[src/hdl/fct_pkg.sv]
// ----------------------------------------------------------------------------
// fct_pkg
// Shared widths, register indexes, ICT coefficients and pipeline types for
// the forward color transform.
// ----------------------------------------------------------------------------
package fct_pkg;

  localparam int FRAC_BITS = 13;
  localparam int SAMPLE_W  = 17;
  localparam int SHIFT_W   = 16;
  localparam int DIFF_W    = SAMPLE_W + 1;
  localparam int DATA_W    = 32;
  localparam int MODE_W    = 2;
  localparam int CFG_IDX_W = 3;
  // coefficients are below one in magnitude: FRAC_BITS plus sign plus margin
  localparam int COEF_W    = FRAC_BITS + 2;
  localparam int PROD_W    = DATA_W + COEF_W;

  localparam logic [CFG_IDX_W-1:0] REG_LEVEL_SHIFT_0 = CFG_IDX_W'(0);
  localparam logic [CFG_IDX_W-1:0] REG_LEVEL_SHIFT_1 = CFG_IDX_W'(1);
  localparam logic [CFG_IDX_W-1:0] REG_LEVEL_SHIFT_2 = CFG_IDX_W'(2);
  localparam logic [CFG_IDX_W-1:0] REG_TRANSFORM     = CFG_IDX_W'(3);
  localparam logic [CFG_IDX_W-1:0] REG_REAL_MODE     = CFG_IDX_W'(4);

  localparam logic [MODE_W-1:0] MODE_BYPASS = MODE_W'(0);
  localparam logic [MODE_W-1:0] MODE_RCT    = MODE_W'(1);
  localparam logic [MODE_W-1:0] MODE_ICT    = MODE_W'(2);

  localparam logic [SHIFT_W-1:0] LEVEL_SHIFT_RST = SHIFT_W'(128);

  // constants in units of 1e-5, truncated toward zero to FRAC_BITS
  localparam longint SCALE = longint'(1) << FRAC_BITS;
  localparam logic signed [COEF_W-1:0] C_Y_R = COEF_W'((29900 * SCALE) / 100000);
  localparam logic signed [COEF_W-1:0] C_Y_G = COEF_W'((58700 * SCALE) / 100000);
  localparam logic signed [COEF_W-1:0] C_Y_B = COEF_W'((11400 * SCALE) / 100000);
  localparam logic signed [COEF_W-1:0] C_U_R = COEF_W'(-((16875 * SCALE) / 100000));
  localparam logic signed [COEF_W-1:0] C_U_G = COEF_W'(-((33126 * SCALE) / 100000));
  localparam logic signed [COEF_W-1:0] C_U_B = COEF_W'((50000 * SCALE) / 100000);
  localparam logic signed [COEF_W-1:0] C_V_R = COEF_W'((50000 * SCALE) / 100000);
  localparam logic signed [COEF_W-1:0] C_V_G = COEF_W'(-((41869 * SCALE) / 100000));
  localparam logic signed [COEF_W-1:0] C_V_B = COEF_W'(-((8131 * SCALE) / 100000));

  localparam logic signed [COEF_W-1:0] COEF [3][3] = '{
    '{C_Y_R, C_Y_G, C_Y_B},
    '{C_U_R, C_U_G, C_U_B},
    '{C_V_R, C_V_G, C_V_B}
  };

  typedef struct packed {
    logic [SHIFT_W-1:0] level_shift_0;
    logic [SHIFT_W-1:0] level_shift_1;
    logic [SHIFT_W-1:0] level_shift_2;
    logic [MODE_W-1:0]  transform_mode;
    logic               real_mode;
  } cfg_t;

  typedef struct packed {
    logic ict;
    logic rct;
  } ctl_t;

  // component 0, 1, 2 after level shift and optional scaling
  typedef logic [2:0][DATA_W-1:0] pixel_t;

  // three addends per output channel
  typedef struct packed {
    logic [2:0][2:0][DATA_W-1:0] term;
    logic                        asr2;
  } terms_t;

endpackage

[src/hdl/fct_cfg_regs.sv]
// ----------------------------------------------------------------------------
// fct_cfg_regs
// Configuration register file: level shifts, transform mode, real mode.
// ----------------------------------------------------------------------------
module fct_cfg_regs (
  input  logic                          clk,
  input  logic                          rst_n,
  input  logic                          cfg_valid,
  output logic                          cfg_ready,
  input  logic [fct_pkg::CFG_IDX_W-1:0] cfg_index,
  input  logic [fct_pkg::SHIFT_W-1:0]   cfg_data,
  output fct_pkg::cfg_t                 cfg
);
  import fct_pkg::*;

  cfg_t cfg_r;
  cfg_t cfg_nxt;

  assign cfg_ready = 1'b1;
  assign cfg       = cfg_r;

  always_comb begin
    cfg_nxt = cfg_r;
    if (cfg_valid) begin
      case (cfg_index)
        REG_LEVEL_SHIFT_0: cfg_nxt.level_shift_0  = cfg_data;
        REG_LEVEL_SHIFT_1: cfg_nxt.level_shift_1  = cfg_data;
        REG_LEVEL_SHIFT_2: cfg_nxt.level_shift_2  = cfg_data;
        REG_TRANSFORM:     cfg_nxt.transform_mode = cfg_data[MODE_W-1:0];
        REG_REAL_MODE:     cfg_nxt.real_mode      = cfg_data[0];
        default:           cfg_nxt = cfg_r;
      endcase
    end
  end

  always_ff @(posedge clk) begin
    if (!rst_n) begin
      cfg_r.level_shift_0  <= LEVEL_SHIFT_RST;
      cfg_r.level_shift_1  <= LEVEL_SHIFT_RST;
      cfg_r.level_shift_2  <= LEVEL_SHIFT_RST;
      cfg_r.transform_mode <= MODE_RCT;
      cfg_r.real_mode      <= 1'b0;
    end else begin
      cfg_r <= cfg_nxt;
    end
  end

endmodule

[src/hdl/fct_shift_stage.sv]
// ----------------------------------------------------------------------------
// fct_shift_stage
// Stage one: DC level shift, optional fixed-point scaling, mode decode.
// ----------------------------------------------------------------------------
module fct_shift_stage (
  input  logic                         clk,
  input  logic                         rst_n,
  input  logic                         en,
  input  logic                         vld_in,
  input  logic [fct_pkg::SAMPLE_W-1:0] sample_red,
  input  logic [fct_pkg::SAMPLE_W-1:0] sample_green,
  input  logic [fct_pkg::SAMPLE_W-1:0] sample_blue,
  input  fct_pkg::cfg_t                cfg,
  output logic                         vld,
  output fct_pkg::pixel_t              pix,
  output fct_pkg::ctl_t                ctl
);
  import fct_pkg::*;

  logic                 vld_r;
  pixel_t               pix_r;
  pixel_t               pix_nxt;
  ctl_t                 ctl_r;
  ctl_t                 ctl_nxt;
  logic [2:0][SAMPLE_W-1:0] smp;
  logic [2:0][SHIFT_W-1:0]  lvl;
  logic [DIFF_W-1:0]    diff;
  logic [DATA_W-1:0]    ext;
  logic                 scale;

  assign smp = {sample_blue, sample_green, sample_red};
  assign lvl = {cfg.level_shift_2, cfg.level_shift_1, cfg.level_shift_0};

  always_comb begin
    ctl_nxt.ict = cfg.transform_mode[1];
    ctl_nxt.rct = (cfg.transform_mode == MODE_RCT);
    scale       = cfg.transform_mode[1] | cfg.real_mode;
    diff        = '0;
    ext         = '0;
    pix_nxt     = '0;
    for (int c = 0; c < 3; c++) begin
      diff = {smp[c][SAMPLE_W-1], smp[c]} - {{(DIFF_W-SHIFT_W){1'b0}}, lvl[c]};
      ext  = {{(DATA_W-DIFF_W){diff[DIFF_W-1]}}, diff};
      pix_nxt[c] = scale ? (ext << FRAC_BITS) : ext;
    end
  end

  always_ff @(posedge clk) begin
    if (!rst_n) begin
      vld_r <= 1'b0;
    end else if (en) begin
      vld_r <= vld_in;
    end
  end

  always_ff @(posedge clk) begin
    if (en) begin
      pix_r <= pix_nxt;
      ctl_r <= ctl_nxt;
    end
  end

  assign vld = vld_r;
  assign pix = pix_r;
  assign ctl = ctl_r;

endmodule

[src/hdl/fct_mult_stage.sv]
// ----------------------------------------------------------------------------
// fct_mult_stage
// Stage two: the nine ICT products, or the RCT / bypass addends.
// ----------------------------------------------------------------------------
module fct_mult_stage (
  input  logic            clk,
  input  logic            rst_n,
  input  logic            en,
  input  logic            vld_in,
  input  fct_pkg::pixel_t pix,
  input  fct_pkg::ctl_t   ctl,
  output logic            vld,
  output fct_pkg::terms_t terms
);
  import fct_pkg::*;

  logic   vld_r;
  terms_t terms_r;
  terms_t terms_nxt;

  // exact product, arithmetic shift right, keep low word
  function automatic logic [DATA_W-1:0] mul_shift(input logic signed [COEF_W-1:0] coef,
                                                  input logic signed [DATA_W-1:0] x);
    logic signed [PROD_W-1:0] p;
    logic signed [PROD_W-1:0] s;
    p = coef * x;
    s = p >>> FRAC_BITS;
    return s[DATA_W-1:0];
  endfunction

  always_comb begin
    terms_nxt      = '0;
    terms_nxt.asr2 = ~ctl.ict & ctl.rct;
    if (ctl.ict) begin
      for (int i = 0; i < 3; i++) begin
        for (int j = 0; j < 3; j++) begin
          terms_nxt.term[i][j] = mul_shift(COEF[i][j], pix[j]);
        end
      end
    end else if (ctl.rct) begin
      terms_nxt.term[0][0] = pix[0];
      terms_nxt.term[0][1] = pix[1] << 1;
      terms_nxt.term[0][2] = pix[2];
      terms_nxt.term[1][0] = pix[2];
      terms_nxt.term[1][1] = DATA_W'(0) - pix[1];
      terms_nxt.term[2][0] = pix[0];
      terms_nxt.term[2][1] = DATA_W'(0) - pix[1];
    end else begin
      terms_nxt.term[0][0] = pix[0];
      terms_nxt.term[1][0] = pix[1];
      terms_nxt.term[2][0] = pix[2];
    end
  end

  always_ff @(posedge clk) begin
    if (!rst_n) begin
      vld_r <= 1'b0;
    end else if (en) begin
      vld_r <= vld_in;
    end
  end

  always_ff @(posedge clk) begin
    if (en) begin
      terms_r <= terms_nxt;
    end
  end

  assign vld   = vld_r;
  assign terms = terms_r;

endmodule

[src/hdl/fct_sum_stage.sv]
// ----------------------------------------------------------------------------
// fct_sum_stage
// Stage three: add the three terms of each channel, RCT luma shift, output
// register.
// ----------------------------------------------------------------------------
module fct_sum_stage (
  input  logic                       clk,
  input  logic                       rst_n,
  input  logic                       en,
  input  logic                       vld_in,
  input  fct_pkg::terms_t            terms,
  output logic                       vld,
  output logic [fct_pkg::DATA_W-1:0] luma,
  output logic [fct_pkg::DATA_W-1:0] chroma_b,
  output logic [fct_pkg::DATA_W-1:0] chroma_r
);
  import fct_pkg::*;

  logic                     vld_r;
  logic [2:0][DATA_W-1:0]   res_r;
  logic [2:0][DATA_W-1:0]   res_nxt;
  logic signed [DATA_W-1:0] sum;

  always_comb begin
    res_nxt = '0;
    sum     = '0;
    for (int i = 0; i < 3; i++) begin
      sum = terms.term[i][0] + terms.term[i][1] + terms.term[i][2];
      res_nxt[i] = (i == 0 && terms.asr2) ? DATA_W'(sum >>> 2) : sum;
    end
  end

  always_ff @(posedge clk) begin
    if (!rst_n) begin
      vld_r <= 1'b0;
    end else if (en) begin
      vld_r <= vld_in;
    end
  end

  always_ff @(posedge clk) begin
    if (en) begin
      res_r <= res_nxt;
    end
  end

  assign vld      = vld_r;
  assign luma     = res_r[0];
  assign chroma_b = res_r[1];
  assign chroma_r = res_r[2];

endmodule

[src/hdl/jpeg2000_forward_color_transform.sv]
// ----------------------------------------------------------------------------
// jpeg2000_forward_color_transform
// Forward component transform (bypass, RCT, ICT) with DC level shift.
// ----------------------------------------------------------------------------
// Usage:
//   Input channel in_*: one three-component pixel per request.
//   Output channel out_*: one transformed pixel per request, 32-bit wrap.
//   Config channel cfg_*: register index and data; always ready. Write only
//   while no pixel is in flight.
// Timing:
//   Three register stages (level shift / multiply / sum). A pixel accepted at
//   the input is registered by the shift, multiply and sum stages in turn
//   before it shows on out_*. One pixel per cycle sustained while out_ready
//   holds high; the nine ICT multipliers all sit in the multiply stage.
// Reset:
//   rst_n low clears all valid bits and loads level shifts 128, RCT mode,
//   real mode off.
// Stall:
//   When out_ready is low with a result waiting, the whole pipe holds and
//   in_ready drops in the same cycle; nothing is lost or repeated.
// ----------------------------------------------------------------------------
module jpeg2000_forward_color_transform (
  input  logic                          clk,
  input  logic                          rst_n,
  input  logic                          cfg_valid,
  output logic                          cfg_ready,
  input  logic [fct_pkg::CFG_IDX_W-1:0] cfg_index,
  input  logic [fct_pkg::SHIFT_W-1:0]   cfg_data,
  input  logic                          in_valid,
  output logic                          in_ready,
  input  logic [fct_pkg::SAMPLE_W-1:0]  in_sample_red,
  input  logic [fct_pkg::SAMPLE_W-1:0]  in_sample_green,
  input  logic [fct_pkg::SAMPLE_W-1:0]  in_sample_blue,
  output logic                          out_valid,
  input  logic                          out_ready,
  output logic [fct_pkg::DATA_W-1:0]    out_luma_out,
  output logic [fct_pkg::DATA_W-1:0]    out_chroma_b_out,
  output logic [fct_pkg::DATA_W-1:0]    out_chroma_r_out
);
  import fct_pkg::*;

  cfg_t   cfg;
  logic   en;
  logic   s1_vld;
  pixel_t s1_pix;
  ctl_t   s1_ctl;
  logic   s2_vld;
  terms_t s2_terms;

  // pipe advances whenever the output slot is empty or being drained
  assign en       = ~out_valid | out_ready;
  assign in_ready = en;

  fct_cfg_regs u_cfg (
    .clk       (clk),
    .rst_n     (rst_n),
    .cfg_valid (cfg_valid),
    .cfg_ready (cfg_ready),
    .cfg_index (cfg_index),
    .cfg_data  (cfg_data),
    .cfg       (cfg)
  );

  fct_shift_stage u_shift (
    .clk          (clk),
    .rst_n        (rst_n),
    .en           (en),
    .vld_in       (in_valid),
    .sample_red   (in_sample_red),
    .sample_green (in_sample_green),
    .sample_blue  (in_sample_blue),
    .cfg          (cfg),
    .vld          (s1_vld),
    .pix          (s1_pix),
    .ctl          (s1_ctl)
  );

  fct_mult_stage u_mult (
    .clk    (clk),
    .rst_n  (rst_n),
    .en     (en),
    .vld_in (s1_vld),
    .pix    (s1_pix),
    .ctl    (s1_ctl),
    .vld    (s2_vld),
    .terms  (s2_terms)
  );

  fct_sum_stage u_sum (
    .clk      (clk),
    .rst_n    (rst_n),
    .en       (en),
    .vld_in   (s2_vld),
    .terms    (s2_terms),
    .vld      (out_valid),
    .luma     (out_luma_out),
    .chroma_b (out_chroma_b_out),
    .chroma_r (out_chroma_r_out)
  );

  a_s1_moves: assert property (@(posedge clk) disable iff (!rst_n)
    (s1_vld && en) |=> s2_vld)
    else $error("stage one request dropped");

  a_s2_moves: assert property (@(posedge clk) disable iff (!rst_n)
    (s2_vld && en) |=> out_valid)
    else $error("stage two request dropped");

  a_no_invent: assert property (@(posedge clk) disable iff (!rst_n)
    !(in_valid && in_ready) |=>
      ($countones({s1_vld, s2_vld, out_valid}) <=
       $past($countones({s1_vld, s2_vld, out_valid}))))
    else $error("request appeared in pipe without input");

  a_stall_hold: assert property (@(posedge clk) disable iff (!rst_n)
    !en |=> ($stable(s1_vld) && $stable(s2_vld)))
    else $error("inner stage moved during stall");

endmodule

[config.mk]
export PLATFORM = sky130hd
export DESIGN_NAME = jpeg2000_forward_color_transform
export DESIGN_NICKNAME = d
export VERILOG_FILES = /design/src/hdl/fct_pkg.sv /design/src/hdl/fct_cfg_regs.sv /design/src/hdl/fct_shift_stage.sv /design/src/hdl/fct_mult_stage.sv /design/src/hdl/fct_sum_stage.sv /design/src/hdl/jpeg2000_forward_color_transform.sv
export SDC_FILE = /design/constraint.sdc
export NUM_CORES = 2
export LEC_CHECK = 0
export ABC_AREA = 1
export BUFFER_PORTS_ARGS = -buffer_cell sky130_fd_sc_hd__buf_2
export CAP_MARGIN = 20
export CORE_ASPECT_RATIO = 1.4
export CORE_MARGIN = 4
export CORE_UTILIZATION = 30
export DETAILED_ROUTE_END_ITERATION = 7
export GPL_ROUTABILITY_DRIVEN = 0
export PLACE_DENSITY_LB_ADDON = 0.05
export SLEW_MARGIN = 20
export SYNTH_ARGS = -nofsm -noshare
export SYNTH_HDL_FRONTEND = slang
export SYNTH_HIERARCHICAL = 1
export SYNTH_SLANG_ARGS = --single-unit
[constraint.sdc]
create_clock -name clk -period 22 [get_ports clk]
set_clock_uncertainty 0.2 [all_clocks]
set_input_delay 3.3 -clock clk [delete_from_list [all_inputs] [get_ports clk]]
set_output_delay 3.3 -clock clk [all_outputs]
set_load 0.03 [all_outputs]
==> reports/metrics.cfg <==
[layout]
filler_cell_count=29700
layout-area-overhead-vs-synth_pct=9.66
layout-drive-gt1-share_pct=5.22
num-nets-final=12800

[logic_synthesis]
yosys.cell_types.count=64
yosys.cell_count.top_type=sky130_fd_sc_hd__inv_1
synth_top_area_share_pct=23.0
synth.ff_latch_count=531
yosys-top-cells-area=sky130_fd_sc_hd__fa_1, sky130_fd_sc_hd__ha_1, sky130_fd_sc_hd__edfxtp_1, sky130_fd_sc_hd__inv_1, sky130_fd_sc_hd__nand2_1
yosys-top-cells-count=sky130_fd_sc_hd__inv_1, sky130_fd_sc_hd__nand2_1, sky130_fd_sc_hd__ha_1
async_reset_ff_share_pct=0
synth_area_leader_cell=sky130_fd_sc_hd__fa_1
postSynthAreaPerCell_sq_um=8.18
mappedNetlistArea_sq_um=83600
yosys_warnings=6
synth_top_flop_cell=sky130_fd_sc_hd__edfxtp_1
yosysSeqAreaShare_pct=18.4
synth_edf_count=477
syn_inst=10200
syn-num-nets=12600

[setup_path]
critical_path_class=in2out
critical_path.endpoint_type=output pin
crit_slowest_cell=sky130_fd_sc_hd__nand2_4
critical_path.max_stage_delay_ps=370
required_ps=18500
critical_path.startpoint_type=primary input
cp_common_cell=sky130_fd_sc_hd__buf_2
worstPathCellList=buf_2 > inv_1 > nand2_4 > buf_2
critical_path_peak_fanout=38
cp_data_arrival_time_ps=4090

[timing]
final_critical_period_ps=7590
timing.slew.headroom_pct=22.4
report.final.setup_viol=0
worstMarginPinSlew_ps=1160
fin_crit_sh_pct=34.5
final_hold_violations=0
fmax_mhz=132
timing_max_transition_violations_final=0
tns_ps=0
worst_hold_slack_ps=241
rsz0062_at_grt=false

[floorplanning]
fp.dieH_um=633
core.rowCount=229
fp.dieArea_sq_um=287000
initial_utilization_pct=30.1
die_x_um=454
core-area_sq_um=278000
io_pins=174

[run]
maxCapViolations=0

[grt]
grt_start_max_net_pins=155
global_route.overflow_total=0
via_count_of_the_first_global_routing_pass=72700
antenna_found_initial=30
grt_first_pass_wirelength_um=514000
global_route.usage.total_pct=24.9

[drt]
wl_per_cell_um=25.4
drt_wl_total_um=361000
route.antenna.remaining_nets=0
dr.pass1.iters=6
drt-initial-drc-count=4619
final_routed_drc_violation_total=0
dr_total_vias=69200
avgViaCountPerCell=4.87

[clocking]
clk_pin_slew_worst_paths_ps=60
ctsResizeCount=0
tritoncts=built
cts_bufs_inserted=69
cts_hold_buf=0
clock_tree.root_cell=sky130_fd_sc_hd__clkbuf_16
ctsLongestPathBuffers=3
clock_sinks=531
cts-htree-levels=3
post_cts_buffers=0
worst_skew_late_latency_ps=690

[status]
run_status=complete, no violations

[min_path]
worstHoldPathType=reg2reg

[placement]
buffer_ports.inserted=172
dp_hpwl_um=310000

path summary, 6_finish.rpt:
check | startpoint | end | slack (ps) | cells past startpoint
hold / removal | u_shift/vld | u_mult/vld | 240 | 2
setup / recovery | out_ready | in_ready | 14410 | 4
hold reg to reg | u_shift/vld | u_mult/vld | 240 | 2
setup reg to reg | u_shift/pix[38] | u_mult/terms[243] | 15100 | 21
worst max-delay path: cells and delay by family:
family / cells / cell delay [ps]
buf+inv: 3 / 410
simple gates: 1 / 370
stage by stage:
step / instance area, sq um / utilization, % / setup WS [ps] / std cells
3_3_place_gp: 89300 / 32.2 / 14330 / 14100
6_report: 91700 / 33.0 / 14410 / 14200
3_5_place_dp: 89300 / 32.2 / 14350 / 14100
4_1_cts: 91600 / 33.0 / 14350 / 14200
2_1_floorplan: 83600 / - / 4890 / 10200
5_1_grt: 91600 / 33.0 / 14310 / 14200
logic make-up (layout without fill, tap and decap cells):
kind of cell    Yosys count  in the layout  share of synthesized area [%]
simple gates           3746           3746                           18.9
fa+ha+maj              2263           2263                           42.5
buf+inv                2225           2519                           10.2
compound gates         1295           1295                           8.41
flops                   531            531                           18.4
xor+xnor                152            152                           1.60
other cells               1             10                        0.00449
mux                       1              1                         0.0120
layout make-up:
cell class | instances | area (sq um) | share of cell area (%)
Inverter | 2120 | 7960 | 8.69
Multi-Input combinational cell | 7458 | 59700 | 65.1
Tap cell | 3696 | 4620 | 5.04
Antenna cell | 9 | 22.5 | 0.0246
Timing Repair Buffer | 273 | 1670 | 1.82
Clock buffer | 82 | 1830 | 1.99
Sequential cell | 531 | 15400 | 16.8
Clock inverter | 44 | 453 | 0.494
per-layer routing:
layer	vias to the layer above	share of wire (%)	track usage (%)
li1	33000	-	-
met1	33900	41	30.4
met2	1834	49	43.7
met3	514	3.8	1.97
met4	14	6.2	12.5
met5	-	0.022	0
cells in the final DEF (no fill, tap or decap), types with 68 or more instances in the layout:
cell type and n:
sky130_fd_sc_hd__inv_1 2091, sky130_fd_sc_hd__nand2_1 2081, sky130_fd_sc_hd__ha_1 1301, sky130_fd_sc_hd__fa_1 962, sky130_fd_sc_hd__nor2_1 834, sky130_fd_sc_hd__a21oi_1 607, sky130_fd_sc_hd__edfxtp_1 477, sky130_fd_sc_hd__nand3_1 425
sky130_fd_sc_hd__o21ai_0 423, sky130_fd_sc_hd__buf_2 172, sky130_fd_sc_hd__nor3_1 99, sky130_fd_sc_hd__buf_4 97, sky130_fd_sc_hd__xor2_1 97, sky130_fd_sc_hd__clkbuf_16 70, sky130_fd_sc_hd__nand4_1 68
state kept, by name, summed over array words and instances (netlist names):
| register | flops |
|---|---|
| u_sum/luma | 32 |
| u_sum/chroma_b | 32 |
| u_sum/chroma_r | 32 |
| u_shift/vld | 1 |
| u_shift/ctl | 2 |
| u_mult/terms | 286 |
| u_cfg/cfg | 51 |
| u_shift/pix | 93 |
| u_mult/vld | 1 |
| u_sum/vld | 1 |
Power is left out: the tool's default activity adds up to more than one toggle a clock period on the data nets, which glitch-free logic cannot reach.
